===== src/hw/rtl/wha_pkg.sv =====
// shared types, constants and operation codes of the weighted histogram accumulator
// no dependencies
package wha_pkg;

    localparam int MAX_BINS = 256;
    localparam int SLOTS    = MAX_BINS + 2;
    localparam int ADDR_W   = $clog2(SLOTS);
    localparam int BIN_W    = 10;
    localparam int NUM_W    = 33;
    localparam int CFG_W    = 32;

    localparam logic [1:0] FN_FILL        = 2'd0;
    localparam logic [1:0] FN_SET_CONTENT = 2'd1;
    localparam logic [1:0] FN_SET_ERROR   = 2'd2;
    localparam logic [1:0] FN_READ        = 2'd3;

    localparam logic [1:0] CFG_NUM_BINS  = 2'd0;
    localparam logic [1:0] CFG_LOW_EDGE  = 2'd1;
    localparam logic [1:0] CFG_BIN_WIDTH = 2'd2;

    typedef struct packed {
        logic [1:0]         func;
        logic signed [31:0] sample_x;
        logic signed [31:0] weight;
        logic [BIN_W-1:0]   bin_number;
        logic signed [31:0] new_content;
        logic signed [31:0] new_error;
    } t_cmd;

    typedef struct packed {
        logic [BIN_W-1:0]   bin_used;
        logic [31:0]        bin_entries;
        logic signed [47:0] bin_content;
        logic [63:0]        bin_error_sq;
        logic [31:0]        total_entries;
    } t_result;

    typedef struct packed {
        logic [31:0]        entries;
        logic signed [47:0] content;
        logic [63:0]        error_sq;
    } t_bin_rec;

    localparam int REC_W = $bits(t_bin_rec);

endpackage


===== src/hw/rtl/wha_div.sv =====
// restoring divider, one quotient bit per cycle, for the bin index
// depends on wha_pkg
module wha_div (
    input  logic                       i_clk,
    input  logic                       i_rst_n,
    input  logic                       i_start,
    input  logic [wha_pkg::NUM_W-1:0]  i_dividend,
    input  logic [30:0]                i_divisor,
    output logic                       o_done,
    output logic [wha_pkg::NUM_W-1:0]  o_quotient
);

    localparam int CNT_W = $clog2(wha_pkg::NUM_W);

    logic                      r_busy;
    logic                      r_done;
    logic [CNT_W-1:0]          r_cnt;
    logic [wha_pkg::NUM_W-1:0] r_dvd;
    logic [31:0]               r_rem;

    logic [31:0] trial;
    logic [32:0] diff;

    assign trial = {r_rem[30:0], r_dvd[wha_pkg::NUM_W-1]};
    assign diff  = {1'b0, trial} - {2'b00, i_divisor};

    always_ff @(posedge i_clk) begin
        if (!i_rst_n) begin
            r_busy <= 1'b0;
            r_done <= 1'b0;
            r_cnt  <= '0;
        end else begin
            r_done <= 1'b0;
            if (i_start) begin
                r_busy <= 1'b1;
                r_cnt  <= '0;
            end else if (r_busy) begin
                r_cnt <= r_cnt + 1'b1;
                if (r_cnt == CNT_W'(wha_pkg::NUM_W - 1)) begin
                    r_busy <= 1'b0;
                    r_done <= 1'b1;
                end
            end
        end
    end

    always_ff @(posedge i_clk) begin
        if (i_start) begin
            r_dvd <= i_dividend;
            r_rem <= '0;
        end else if (r_busy) begin
            if (!diff[32]) begin
                r_rem <= diff[31:0];
                r_dvd <= {r_dvd[wha_pkg::NUM_W-2:0], 1'b1};
            end else begin
                r_rem <= trial;
                r_dvd <= {r_dvd[wha_pkg::NUM_W-2:0], 1'b0};
            end
        end
    end

    assign o_done     = r_done;
    assign o_quotient = r_dvd;

endmodule


===== config.mk =====
export PLATFORM = sky130hd
export DESIGN_NAME = wha_div
export DESIGN_NICKNAME = d
export VERILOG_FILES = /design/src/hw/rtl/wha_pkg.sv /design/src/hw/rtl/wha_div.sv
export SDC_FILE = /design/constraint.sdc
export NUM_CORES = 1
export LEC_CHECK = 0
export ABC_AREA = 1
export BUFFER_PORTS_ARGS = -buffer_cell sky130_fd_sc_hd__buf_2
export CAP_MARGIN = 10
export CORE_UTILIZATION = 58
export DETAILED_ROUTE_END_ITERATION = 12
export PLACE_DENSITY_LB_ADDON = 0.12
export SYNTH_ARGS = -nofsm -noshare
export SYNTH_HDL_FRONTEND = slang
export SYNTH_SLANG_ARGS = --single-unit

===== constraint.sdc =====
create_clock -name i_clk -period 2.7 [get_ports i_clk]
set_input_delay 0.27 -clock i_clk [delete_from_list [all_inputs] [get_ports i_clk]]
set_output_delay 0.27 -clock i_clk [all_outputs]
set_load 0.02 [all_outputs]

==> results.md <==
Floorplanning:
- The area of the core region is 0.009819 mm2.
- The overall die height is 102.9 um.
- The die width is 102.9 um.
- The initialized floorplan defines 36 standard-cell rows.
- The initial core utilization is 0.6013.
- The number of placed I/O pins is 101.
- The total die area is 0.01059 mm2.

Critical path:
- The largest fanout on the critical path is 31.
- The worst setup slack for register-to-register paths is 0.27 ns.
- For the worst setup path, the data required time is 2.96 ns.
- The worst setup path is of the reg2reg kind.
- STA classifies the critical path endpoint as a flip-flop.
- The delay of the slowest cell on the worst path is 0.42 ns.
- The worst path buffer plus inverter count is 2.
- Traced cell by cell, the critical path runs through inv_1, ha_1, fa_1, inv_1, nand2_1, nand2_1, nand3b_1, nand2_2, nand2_2, nand2_2, nand2_4, nand2_8, nand2_1, nand3_1, o21ai_1.
- The kind of launch point of the worst setup path is a flip-flop.
- The endpoint arrival time on the critical path is 2.68 ns.
- Among all stages on the critical path, the largest delay is contributed by sky130_fd_sc_hd__fa_1.
- In this design, the largest share of critical-path delay is due to simple AND/OR/NAND/NOR gates.

Timing:
- Headroom to the max-slew limit came out at 0.6581.
- The transition time of the tightest slew-check pin is 0.5109 ns.
- Setup repair after global routing left no endpoint under its margin.
- Dividing the final minimum period by the clock period gives 0.8988.
- In the final timing run, aggregate negative setup slack is 0 ns.
- Based on the critical path, the design can be clocked at up to 412.1 MHz.
- The total count of hold-check failures in the final report is 0.
- Setup violations remaining at the end of the flow were counted as 0.
- For the final database, setup skew stands at 0.01524 ns.
- The minimum hold slack is 0.1802 ns.
- The number of pins with negative max-slew slack in the final report came to 0.
- For the finished layout, the period the worst path requires is 2.427 ns.

Final layout:
- The number of antenna repair diodes is 0.
- The final standard cell area without fillers is 0.006793 mm2.
- The area occupied by multi-input gates is 0.003302 mm2.
- The area growth from synthesis to layout is 15.05%.
- The final cell utilization of the core is 0.6918.
- Registers take 0.001772 mm2.
- Of the cells placed in the final design, the portion with a size suffix greater than 1 is 0.1586.
- The number of nets in the finished design is 1155.
- Leaving out fill and tap cells, the most frequent cell in the layout is sky130_fd_sc_hd__nand2_1.
- The filler cells instantiated in the layout total 934.
- In the layout the commonest cells are 400 x sky130_fd_sc_hd__nand2_1, 181 x sky130_fd_sc_hd__inv_1, 100 x sky130_fd_sc_hd__buf_2.

Clock tree:
- The later-pin clock latency in the skew report is 0.36 ns.
- The number of hold buffers added after cts is 0.
- The post-cts resize count is 0.
- Counting along the longest clock path gives a buffer depth of 2.
- Counting the buffers created by CTS gives 9.
- The root buffer cell chosen for the clock tree is sky130_fd_sc_hd__clkbuf_8.
- The post-CTS setup repair buffer count is 0.
- The CTS clock-pin slew for the worst setup and hold paths is 0.09 ns.
- The clock net in this run drives a total of 72 sinks.
- The clock tree from TritonCTS is yes.
- CTS built an H-tree with a depth of 3.

Drt:
- Dividing the detail-routed via count by the number of cells gives 4.965.
- The post-detailed-route DRC marker count is 0.
- The detailed router finished its first iteration with 326 violations.
- The number of detailed-routing iterations run before antenna repair is 5.
- After detailed routing, the total wire length is 15.16 mm.
- In the final routed layout, each cell accounts on average for 12.72 um.
- The routed layout has 5918 vias.
- The final antenna-violating net count is 0.

Pwr:
- Power spread over the standard cell area amounts to 407.3 mW/mm2.
- The worst-case IR drop observed on VDD is 0.0002506 V.
- Summed over all cells, the static leakage comes to 0.003935 uW.

Synthesis:
- In this run the mean area of a mapped cell was 6.183 um2.
- The cell count after synthesis came out at 955.
- The number of synthesized register bits is 72.
- Counting flops with an async set or reset pin after synthesis yields a share of 0.
- For this run, the register share of the synthesized area comes to 0.3001.
- The number of synthesized flops with an enable pin is 33.
- For this run, the leading register cell type out of synthesis is sky130_fd_sc_hd__dfxtp_1.
- The number of distinct library cells after synthesis is 38.
- Yosys printed 0 warnings.
- When the netlist entered floorplanning its net count stood at 1056.
- The post-synthesis instance area is 0.005904 mm2.

Global route:
- The total overflow left after global routing is 0.
- The number of antenna violations at the first check in global routing was 0.
- Entering global routing, the biggest net connects 35 pins.
- The first-pass GRT wire length is 24.22 mm.
- The global-route track usage on met1 is 0.3747.
- The met2 track utilization from global routing is 0.5015.
- The routing usage on met3 is 0.06034.
- The overall track demand over capacity in global routing is 0.2978.
- The via count of the first global-routing pass is 5331.
- The most used routing layer is met2.

Place:
- Once detailed placement completed, the half-perimeter wirelength came to 11.74 mm.
- The count of port buffers added during placement is 100.
- The instance area at placement is 0.006525 mm2.
- Routability-driven placement finished with a final weighted congestion of 0.9167.

Run status:
- The flow ran to the end, and the final reports show no timing, DRC or antenna violations.

Job:
- The tool flagged a number of max-cap violations equal to 0.

Worst hold path:
- In this run the worst hold path is classified as in2reg.
final cells by class:
type                       instances  area share
clock buffer                       9     0.01824
clock inverter                     7     0.01879
multi-input combinational        670      0.4861
sequential                        72      0.2608
inverter                         192      0.1061
tap                              133     0.02450
timing repair buffer             109     0.08547
path summary, 6_finish.rpt:
path	startpoint	cells past startpoint	end
hold / removal	i_rst_n	3	r_cnt[0]
setup reg to reg	o_quotient[32]	15	r_rem[8]
setup / recovery	o_quotient[32]	15	r_rem[8]
hold reg to reg	r_rem[20]	2	r_rem[20]
cells by family (layout without fill, tap and decap cells):
group	Yosys count	count (layout)	share of synthesized area
AOI/OAI and AO/OA	42	42	0.04154
adders and majority gates	34	34	0.07332
DFF	72	72	0.3001
and+or+nand+nor	583	583	0.4262
xor gates and xnor gates	11	11	0.01632
buffers and inverters	213	317	0.1426
cell usage after synthesis (8+ instances only):
cell,number,share of area
sky130_fd_sc_hd__nand2_1,400,0.25
sky130_fd_sc_hd__inv_1,182,0.12
sky130_fd_sc_hd__nand3_1,72,0.061
sky130_fd_sc_hd__nor2_1,50,0.032
sky130_fd_sc_hd__dfxtp_1,39,0.13
sky130_fd_sc_hd__edfxtp_1,33,0.17
sky130_fd_sc_hd__ha_1,33,0.070
sky130_fd_sc_hd__nand3b_1,19,0.024
sky130_fd_sc_hd__a21oi_1,18,0.015
sky130_fd_sc_hd__o21ai_1,13,0.011
sky130_fd_sc_hd__nand3_2,11,0.019
sky130_fd_sc_hd__xnor2_1,10,0.015
sky130_fd_sc_hd__nand2_2,9,0.0095
sky130_fd_sc_hd__inv_2,8,0.0051
worst register-to-register path, stage by stage, from the launching register on:
cell,delay (ns)
sky130_fd_sc_hd__edfxtp_1,0.36
sky130_fd_sc_hd__inv_1,0.07
sky130_fd_sc_hd__ha_1,0.22
sky130_fd_sc_hd__fa_1,0.42
sky130_fd_sc_hd__inv_1,0.10
sky130_fd_sc_hd__nand2_1,0.08
sky130_fd_sc_hd__nand2_1,0.08
sky130_fd_sc_hd__nand3b_1,0.09
sky130_fd_sc_hd__nand2_2,0.11
sky130_fd_sc_hd__nand2_2,0.07
sky130_fd_sc_hd__nand2_2,0.08
sky130_fd_sc_hd__nand2_4,0.14
sky130_fd_sc_hd__nand2_8,0.25
sky130_fd_sc_hd__nand2_1,0.11
sky130_fd_sc_hd__nand3_1,0.09
sky130_fd_sc_hd__o21ai_1,0.07
stage by stage:
| step | setup slack [ns] | power, uW | cells |
|---|---|---|---|
| finish | 0.2733 | 2767 | 1192 |
| global route | 0.03758 | 2878 | 1192 |
| CTS | 0.1607 | 2778 | 1191 |
| detailed placement | 0.1835 | 1706 | 1175 |
| global placement | 0.3216 | 1699 | 1175 |
| floorplan | 0.5006 | 1542 | 955 |
state kept, by name (all words and copies together), names as in the netlist:
| register | flops |
|---|---|
| r_busy | 1 |
| r_rem | 31 |
| r_cnt | 6 |
| o_quotient | 33 |
| o_done | 1 |
routing by layer:
layer / vias to the layer above / part of all wire
met3: 32 / 0.062
met5: - / 0
li1: 3108 / -
met1: 2598 / 0.44
met4: 0 / 0.026
met2: 180 / 0.48
where the power goes:
part           switching, uW  total (uW)  internal, uW  leakage [uW]
registers               27.8        1240          1210      0.000653
clock network            456        1080           627      0.000126
logic                    292         448           156       0.00316
total                    776        2770          1990       0.00393
No activity file was read; power rests on OpenSTA's default activity.
