--- src/hw/rtl/wha_ram.sv ---
// generic single write port, single read port ram with registered read data
// no dependencies
module wha_ram #(
    parameter int WIDTH = 8,
    parameter int DEPTH = 16
) (
    input  logic                     i_clk,
    input  logic                     i_we,
    input  logic [$clog2(DEPTH)-1:0] i_waddr,
    input  logic [WIDTH-1:0]         i_wdata,
    input  logic [$clog2(DEPTH)-1:0] i_raddr,
    output logic [WIDTH-1:0]         o_rdata
);

    logic [WIDTH-1:0] r_mem [DEPTH];
    logic [WIDTH-1:0] r_rdata;

    always_ff @(posedge i_clk) begin
        if (i_we) begin
            r_mem[i_waddr] <= i_wdata;
        end
        r_rdata <= r_mem[i_raddr];
    end

    assign o_rdata = r_rdata;

endmodule

--- config.mk ---
export PLATFORM = sky130hd
export DESIGN_NAME = wha_ram
export DESIGN_NICKNAME = d
export VERILOG_FILES = /design/src/hw/rtl/wha_ram.sv
export SDC_FILE = /design/constraint.sdc
export NUM_CORES = 1
export LEC_CHECK = 0
export BUFFER_PORTS_ARGS = -buffer_cell sky130_fd_sc_hd__buf_4
export CORE_MARGIN = 10
export CORE_UTILIZATION = 40
export DETAILED_ROUTE_END_ITERATION = 7
export PLACE_DENSITY = 0.61
export SLEW_MARGIN = 30
export SYNTH_ARGS = -nofsm -noshare
export SYNTH_HDL_FRONTEND = slang
export SYNTH_SLANG_ARGS = --single-unit
--- constraint.sdc ---
create_clock -name i_clk -period 2 [get_ports i_clk]
set_input_delay 0.6 -clock i_clk [delete_from_list [all_inputs] [get_ports i_clk]]
set_output_delay 0.6 -clock i_clk [all_outputs]
set_load 0.02 [all_outputs]
==> flow_metrics.env, run 1 <==
export IMPL_ir_drop_v=0.0005640
export IMPL_synth_common_cells="128 x edfxtp_1, 18 x mux4_2, 16 x a22oi_1"
export IMPL_maxCapViolations=0
export IMPL_synth_area_leaders="edfxtp_1 75%, mux4_2 7.9%, mux4_1 7.1%, dfxtp_1 3.1%, a22oi_1 2.3%"
export IMPL_dr_total_vias=2415
export IMPL_cts_setup_buffers=0
export IMPL_coreArea_mm2=0.01262
export IMPL_slew_viol_final=0
export IMPL_synth_edf_count=128
export IMPL_p_switching_mw=1.303
export IMPL_rsz0062_at_grt="false"
export IMPL_cts_hold_buf=0
export IMPL_worstSetupStartpointType="input pin"
export IMPL_seqPwrFrac=0.467
export IMPL_power_leakage_nw=2.156
export IMPL_cts_sinks=136
export IMPL_cts_max_path_buffers=2
export IMPL_whs_ns=0.5125
export IMPL_hold_class="in2reg"
export IMPL_cts_resized=0
export IMPL_critical_path_slowest_cell="mux4_1"
export IMPL_avgViaCountPerCell=5.127
export IMPL_layout_nets=304
export IMPL_min_period_ns=1.593
export IMPL_worstMarginPinSlew_ns=0.4278
export IMPL_worstRegToRegCells=3
export IMPL_max_freq_mhz=627.9
export IMPL_worstSetupPathType="in2reg"
export IMPL_track_usage=0.1182
export IMPL_grt_pass1_vias=2566
export IMPL_portBuffers=25
export IMPL_yosysMostFrequentCell="edfxtp_1"
export IMPL_pwr_share_clk=0.483
export IMPL_grt_overflow_total=0
export IMPL_fp_dieH_um=133.4
export IMPL_num_rows=41
export IMPL_status="complete, no violations"
export IMPL_muxShareOfSynthArea=0.1502
export IMPL_fillers=1043
export IMPL_drt_initial_drc_count=257
export IMPL_final_util=0.5015
export IMPL_grt_max_degree=33
export IMPL_synth_compound_area_frac=0.02333
export IMPL_ys_types=19
export IMPL_antenna_cells=0
export IMPL_register_area_mm2=0.004004
export IMPL_synth_seq_cells=136
export IMPL_chipWidth_um=133.4
export IMPL_clk_pin_slew_worst_paths_ns=0.06
export IMPL_ys_warn_count=0
export IMPL_mappedNetlistNets=247
export IMPL_syn2layout_area_growth_pct=22.95
export IMPL_netlist_area_mm2=0.005147
export IMPL_synthSimpleGateAreaFrac=0.03184
export IMPL_synth_top_area_share=0.7467
export IMPL_yosysSeqAreaShare=0.7778
export IMPL_gp_congestion=0.7303
export IMPL_p_comb_frac=0.050
export IMPL_synth_top_area_cell="edfxtp_1"
export IMPL_finalSetupViolCount=0
export IMPL_p_int_mw=5.566
export IMPL_start_util=0.4079
export IMPL_synth_top_family_by_area="multiplexers"
export IMPL_cp_end_kind="flip-flop"
export IMPL_cp_data_arrival_time_ns=1.87
export IMPL_synth_ff_type="edfxtp_1"
export IMPL_required_ns=2.28
export IMPL_antenna_left=0
export IMPL_cts_tree="done"
export IMPL_p_per_area_mw_per_mm2=1085
export IMPL_swShare=0.1897
export IMPL_routedWlPerCell_um=21.14
export IMPL_drc_errors=0
export IMPL_cts_buffers=17
export IMPL_multiInputGateArea_mm2=0.001062
export IMPL_cts_max_level=4
export IMPL_wirelength_um=9956
export IMPL_hold_violations=0
export IMPL_cts_root_buf="clkbuf_16"
export IMPL_relSlewSlack=0.7148
export IMPL_hold_path_depth=1
export IMPL_power_mw=6.869
export IMPL_place_hpwl_um=6468
export IMPL_path_cells="buf_4 > buf_12 > mux4_1 > a22oi_1 > nand2_1"
export IMPL_antenna_found_initial=0
export IMPL_synthXorXnorAreaFrac=0
export IMPL_syn_area_per_cell_um2=22.48
export IMPL_cpPeakStageDelay_ns=0.58
export IMPL_syn_instance_count=229
export IMPL_final_layout_size_suffix_gt1_frac=0.3211
export IMPL_drt_first_pass_iters=5
export IMPL_fin_crit_sh=0.7963
export IMPL_synthAdderAreaFrac=0
export IMPL_async_reset_ff_frac=0
export IMPL_grt_pass1_wl_um=15660
export IMPL_ios=26
export IMPL_die_area_mm2=0.01781
export IMPL_skew_ns=0.01087
export IMPL_critPathMaxFanout=8
export IMPL_clock_latency_ns=0.40
stage by stage:
stage | cell area, um2 | TNS (ns) | cells | setup WS (ns)
4_1_cts | 6329 | 0 | 471 | 0.4183
2_1_floorplan | 5152 | 0 | 229 | 0.1339
5_1_grt | 6329 | 0 | 471 | 0.3338
6_report | 6329 | 0 | 471 | 0.4075
3_3_place_gp | 5692 | 0 | 439 | 0.01602
3_5_place_dp | 5692 | -0.005587 | 439 | -0.005587
power groups by stage:
stage / clock, mW / sequential (mW) / combinational, mW
final: 3.32 / 3.21 / 0.347
after global routing: 3.50 / 3.21 / 0.378
after CTS: 3.36 / 3.21 / 0.355
after detailed placement: 0 / 3.27 / 0.353
after global placement: 0 / 3.26 / 0.344
after floorplan: 0 / 3.28 / 0.162
final timing paths:
| kind | from | endpoint | slack (ns) |
|---|---|---|---|
| max | i_raddr[0] | o_rdata[2] | 0.41 |
| min | i_wdata[1] | r_mem[15][1] | 0.51 |
| max reg2reg | r_mem[0][2] | o_rdata[2] | 0.64 |
| min reg2reg | r_mem[14][6] | o_rdata[6] | 0.66 |
flip-flops by register name (all words and copies together), names as in the netlist:
register	cells
o_rdata	8
r_mem	128
worst max-delay path: cells and delay by family:
family	cells	cell delay, ns
AOI/OAI and AO/OA	1	0.27
buffers and inverters	2	0.32
muxes	1	0.58
and+or+nand+nor	1	0.09
layout by cell type, fill, tap and decap left out, types with 2 or more instances in the layout:
cell / instances
nand2_1: 9
clkinvlp_4: 2
nand3b_1: 2
clkbuf_1: 4
dfxtp_1: 8
bufinv_16: 5
mux4_1: 14
edfxtp_1: 128
clkinv_4: 2
nor3_1: 3
buf_4: 44
nand2b_1: 2
clkbuf_16: 17
mux4_2: 18
a22oi_1: 16
buf_12: 4
nor2_1: 13
routing by layer:
metal / track usage / wire length, um / vias to the layer above
li1: - / - / 1087
met1: 0.1514 / 4372 / 1259
met2: 0.1897 / 5067 / 64
met3: 0.03120 / 442 / 5
met4: 0.04172 / 73 / 0
met5: 0 / 0 / -
layout make-up:
type	instances	area share
multi-input combinational	83	0.1679
clock buffer	21	0.06959
tap	172	0.03401
timing repair buffer	48	0.06485
sequential	136	0.6327
clock inverter	11	0.03104
kinds of logic (layout without fill, tap and decap cells):
kind of cell | after synthesis | count (layout)
flip-flops | 136 | 136
AND/OR/NAND/NOR | 35 | 35
multiplexers | 32 | 32
AO/OA/AOI/OAI | 16 | 16
buffers and inverters | 10 | 80
Power figures use the tool's default switching activity.
==> run 2, diff against run 1 <==
- clock period: 2 -> 1.4 ns (I/O delays scaled with it)
==> run 2 against run 1 <==
Net effect:
- largest power group is now sequential cells
- sequential share of layout area decreased by 0.70 points
- first-iteration DRC count is 3.5% lower
- clock-buffer cell count shrank 1
- global-route usage up 0.24 points
- wire length grew 2.5%
- total power rose by 34%
- clock skew is 0.0050 ns lower
- critical endpoint is now o_rdata[6]
- critical path depth down 4
- largest cell class unchanged
- combinational power is 60% higher
- sequential power grew 43%
- clock power grew 22%
- core utilization rose by 0.58 points
==> flow_metrics.env, run 2 (synthesized netlist as in run 1, its figures left out) <==
export IMPL_required_ns=0.98
export IMPL_routedWlPerCell_um=21.07
export IMPL_track_usage=0.1205
export IMPL_clock_latency_ns=0.40
export IMPL_layoutNonFillerInstCount=484
export IMPL_worstRegToRegCells=3
export IMPL_hold_start="i_wdata[5]"
export IMPL_fillers=1018
export IMPL_drc_errors=0
export IMPL_min_period_ns=1.353
export IMPL_placed_area_mm2=0.005849
export IMPL_cts_max_path_buffers=2
export IMPL_syn2layout_area_growth_pct=24.36
export IMPL_portBuffers=25
export IMPL_final_util=0.5072
export IMPL_rr_startpoint="r_mem[3][7]"
export IMPL_drt_first_pass_iters=5
export IMPL_status="complete, no violations"
export IMPL_grt_max_degree=17
export IMPL_final_area_mm2=0.006401
export IMPL_r2r_end="o_rdata[7]"
export IMPL_cts_setup_buffers=0
export IMPL_worstSetupStartpointType="flip-flop"
export IMPL_path_cells="buf_4"
export IMPL_cts_sinks=136
export IMPL_ios=26
export IMPL_critPathMaxFanout=1
export IMPL_worstSetupPathType="reg2out"
export IMPL_cp_buffers_inverters=1
export IMPL_hold_path_depth=1
export IMPL_antenna_left=0
export IMPL_cpPeakStageDelay_ns=0.37
export IMPL_hold_end="r_mem[7][5]"
export IMPL_clk_pin_slew_worst_paths_ns=0.05
export IMPL_grt_pass1_wl_um=15600
export IMPL_hold_violations=0
export IMPL_die_area_mm2=0.01781
export IMPL_cp_end_kind="primary output"
export IMPL_hold_class="in2reg"
export IMPL_cts_root_buf="clkbuf_16"
export IMPL_power_leakage_nw=2.161
export IMPL_dp_cells=452
export IMPL_final_cell_mix="128 x edfxtp_1, 52 x buf_4, 31 x mux4_2"
export IMPL_wirelength_um=10200
export IMPL_fin_ws_ns=0.04673
export IMPL_antenna_cells=0
export IMPL_pre_cts_slack_ns=-0.4120
export IMPL_final_layout_size_suffix_gt1_frac=0.4103
export IMPL_num_rows=41
export IMPL_rsz0062_at_grt="false"
export IMPL_setup_tns_ns=0
export IMPL_slew_viol_final=0
export IMPL_fp_dieH_um=133.4
export IMPL_layout_nets=317
export IMPL_cts_tree="done"
export IMPL_skew_ns=0.005853
export IMPL_ir_drop_v=0.0007332
export IMPL_gp_congestion=0.7556
export IMPL_worstMarginPinSlew_ns=0.8754
export IMPL_critical_path_slowest_cell="dfxtp_1"
export IMPL_grt_overflow_total=0
export IMPL_rrSetupSlack_ns=0.07
export IMPL_regMostFlops="r_mem"
export IMPL_cts_hold_buf=0
export IMPL_critPathTopFamily="flip-flops"
export IMPL_finalSetupViolCount=0
export IMPL_coreArea_mm2=0.01262
export IMPL_start_util=0.4079
export IMPL_cts_buffers=17
export IMPL_power_mw=9.190
export IMPL_fin_crit_sh=0.9666
export IMPL_cp_data_arrival_time_ns=0.93
export IMPL_grt_pass1_vias=2633
export IMPL_p_per_area_mw_per_mm2=1436
export IMPL_maxCapViolations=0
export IMPL_largest_register_ffs=128
export IMPL_antenna_found_initial=0
export IMPL_relSlewSlack=0.4152
export IMPL_cts_max_level=4
export IMPL_place_hpwl_um=7018
export IMPL_chipWidth_um=133.4
export IMPL_whs_ns=0.3276
export IMPL_drt_initial_drc_count=248
export IMPL_dr_total_vias=2490
export IMPL_avgViaCountPerCell=5.145
export IMPL_max_freq_mhz=738.9
export IMPL_layout_commonest_cell="edfxtp_1"
run 2: how the worst max path moves through the flow:
stage           startpoint          end  slack, ns  cells after the start
6_report        o_rdata[6]   o_rdata[6]       0.05                      1
5_1_grt        r_mem[0][7]   o_rdata[7]      0.003                      3
4_1_cts         o_rdata[2]   o_rdata[2]    0.00001                      1
3_5_place_dp    i_raddr[0]   o_rdata[3]      -0.41                      5
3_3_place_gp    i_raddr[0]   o_rdata[3]      -0.39                      5
2_1_floorplan   i_waddr[2]  r_mem[0][0]      -0.15                      2
run 2: metal layers:
metal  vias to the layer above  wire length, um  share of wire  global-route usage
li1                       1103                -              -                   -
met5                         -                0              0                   0
met1                      1307             4505           0.44              0.1544
met2                        72             5067           0.50              0.1881
met3                         8              524          0.051             0.03910
met4                         0              103          0.010             0.04353
run 2: timing repair:
action / CTS / global route
gates resized for setup: 0 / 2
endpoints found under the setup margin: 0 / 2
endpoints found under the hold margin: 0 / 0
run 2: area by class of cell:
cell class | count | area [um2] | share of cell area
Clock buffer | 20 | 436.7 | 0.06822
Clock inverter | 12 | 108.9 | 0.01701
Multi-Input combinational cell | 83 | 1065 | 0.1663
Sequential cell | 136 | 4005 | 0.6257
Tap cell | 172 | 215.2 | 0.03362
Timing Repair Buffer | 61 | 570.5 | 0.08913
run 2: report_power, final:
part	internal, mW	switching [mW]	total (mW)
Combinational	0.264	0.290	0.554
Clock	2.58	1.47	4.05
Sequential	4.56	0.0302	4.59
==> run 3, diff against run 2 <==
- CTS_BUF_LIST: unset -> sky130_fd_sc_hd__clkbuf_8
==> run 3 against run 2 <==
Net effect:
- non-clock buffer count did not move
- highest routed layer unchanged
- wire length fell by 0.13%
- worst setup slack improved by 0.0033 ns
- sequential share of layout area rose by 2.0 points
- first-iteration DRC count fell by 7.7%
- worst hold slack got worse by 0.023 ns
==> flow_metrics.env, run 3 (synthesized netlist as in run 1, its figures left out) <==
export IMPL_hold_start="i_wdata[5]"
export IMPL_min_period_ns=1.350
export IMPL_pwr_share_clk=0.359
export IMPL_drc_errors=0
export IMPL_placed_area_mm2=0.005849
export IMPL_avgViaCountPerCell=5.027
export IMPL_clk_pin_slew_worst_paths_ns=0.07
export IMPL_largest_register_ffs=128
export IMPL_slew_viol_final=0
export IMPL_worstRegToRegCells=3
export IMPL_finalSetupViolCount=0
export IMPL_cp_data_arrival_time_ns=1.66
export IMPL_max_freq_mhz=740.8
export IMPL_p_comb_frac=0.069
export IMPL_num_rows=41
export IMPL_grt_pass1_wl_um=15570
export IMPL_portBuffers=25
export IMPL_cts_max_path_buffers=2
export IMPL_layout_commonest_cell="edfxtp_1"
export IMPL_die_area_mm2=0.01781
export IMPL_fillers=1043
export IMPL_worstSetupStartpointType="flip-flop"
export IMPL_cts_sinks=136
export IMPL_p_int_mw=6.333
export IMPL_ios=26
export IMPL_required_ns=1.71
export IMPL_hold_path_depth=1
export IMPL_worstSetupPathType="reg2reg"
export IMPL_cts_root_buf="clkbuf_8"
export IMPL_cts_max_level=4
export IMPL_seqPwrFrac=0.572
export IMPL_final_area_mm2=0.006206
export IMPL_dr_total_vias=2433
export IMPL_worstMarginPinSlew_ns=0.8535
export IMPL_setup_tns_ns=0
export IMPL_ir_drop_v=0.0005329
export IMPL_p_per_area_mw_per_mm2=1290
export IMPL_hold_violations=0
export IMPL_swShare=0.2090
export IMPL_drt_initial_drc_count=229
export IMPL_place_hpwl_um=7018
export IMPL_p_switching_mw=1.673
export IMPL_drt_first_pass_iters=4
export IMPL_antenna_cells=0
export IMPL_power_leakage_nw=2.086
export IMPL_grt_max_degree=17
export IMPL_coreArea_mm2=0.01262
export IMPL_relSlewSlack=0.4298
export IMPL_cts_buffers=17
export IMPL_gp_congestion=0.7556
export IMPL_antenna_found_initial=0
export IMPL_fp_dieH_um=133.4
export IMPL_rr_startpoint="r_mem[3][7]"
export IMPL_antenna_left=0
export IMPL_cp_startpoint="r_mem[3][7]"
export IMPL_wirelength_um=10190
export IMPL_grt_overflow_total=0
export IMPL_final_layout_size_suffix_gt1_frac=0.4103
export IMPL_chipWidth_um=133.4
export IMPL_rsz0062_at_grt="false"
export IMPL_final_util=0.4918
export IMPL_routedWlPerCell_um=21.05
export IMPL_hold_class="in2reg"
export IMPL_cts_setup_buffers=0
export IMPL_final_cell_mix="128 x edfxtp_1, 52 x buf_4, 31 x mux4_2"
export IMPL_status="complete, no violations"
export IMPL_maxCapViolations=0
export IMPL_syn2layout_area_growth_pct=20.56
export IMPL_layout_nets=317
export IMPL_critPathMaxFanout=1
export IMPL_regMostFlops="r_mem"
export IMPL_grt_pass1_vias=2597
export IMPL_track_usage=0.1206
export IMPL_fin_crit_sh=0.9643
export IMPL_skew_ns=0.009589
export IMPL_cp_end_kind="flip-flop"
export IMPL_cts_tree="done"
export IMPL_clock_latency_ns=0.42
export IMPL_start_util=0.4079
run 3: routing by layer:
metal  track usage  part of all wire
met1        0.1548              0.44
met2        0.1878              0.50
met3       0.03571             0.054
met4       0.04897             0.013
met5             0                 0
run 3: power groups by stage:
stage                     sequential (mW)  clock [mW]  combinational (mW)
after floorplan                      4.69           0               0.259
after global placement               4.67           0               0.552
after detailed placement             4.67           0               0.562
after CTS                            4.58        2.95               0.563
after global routing                 4.58        3.14               0.595
final                                4.58        2.87               0.553
run 3: cell type report:
class                      count  area (um2)  area share
clock buffer                  17       234.0     0.03770
clock inverter                15       120.1     0.01935
multi-input combinational     83        1060      0.1708
sequential                   136        4006      0.6456
tap                          172       215.2     0.03468
timing repair buffer          61       570.5     0.09194
run 3: final timing paths:
check | end | slack (ns)
worst max-delay path | o_rdata[7] | 0.05
worst min-delay path | r_mem[7][5] | 0.31
worst max register to register | o_rdata[7] | 0.05
worst min register to register | o_rdata[7] | 0.67
run 3: per-stage QoR:
stage	total power, mW	setup slack, ns	hold WS (ns)	instances
after global placement	5.217	-0.3901	0.6606	452
after global routing	8.319	0.002054	0.2898	484
after CTS	8.089	0.003336	0.2822	484
final	8.006	0.05005	0.3050	484
after floorplan	4.950	-0.1531	0.5189	229
after detailed placement	5.231	-0.4120	0.6624	452
run 3: repair_timing:
item | CTS | global route
endpoints found under the setup margin | 1 | 1
hold buffers | 0 | 0
endpoints found under the hold margin | 0 | 0
gates resized for setup | 1 | 1
run 3: critical path, stage by stage, from the launching register on:
cell	delay [ns]
edfxtp_1	0.37
mux4_2	0.48
a22oi_1	0.31
nand2_1	0.08
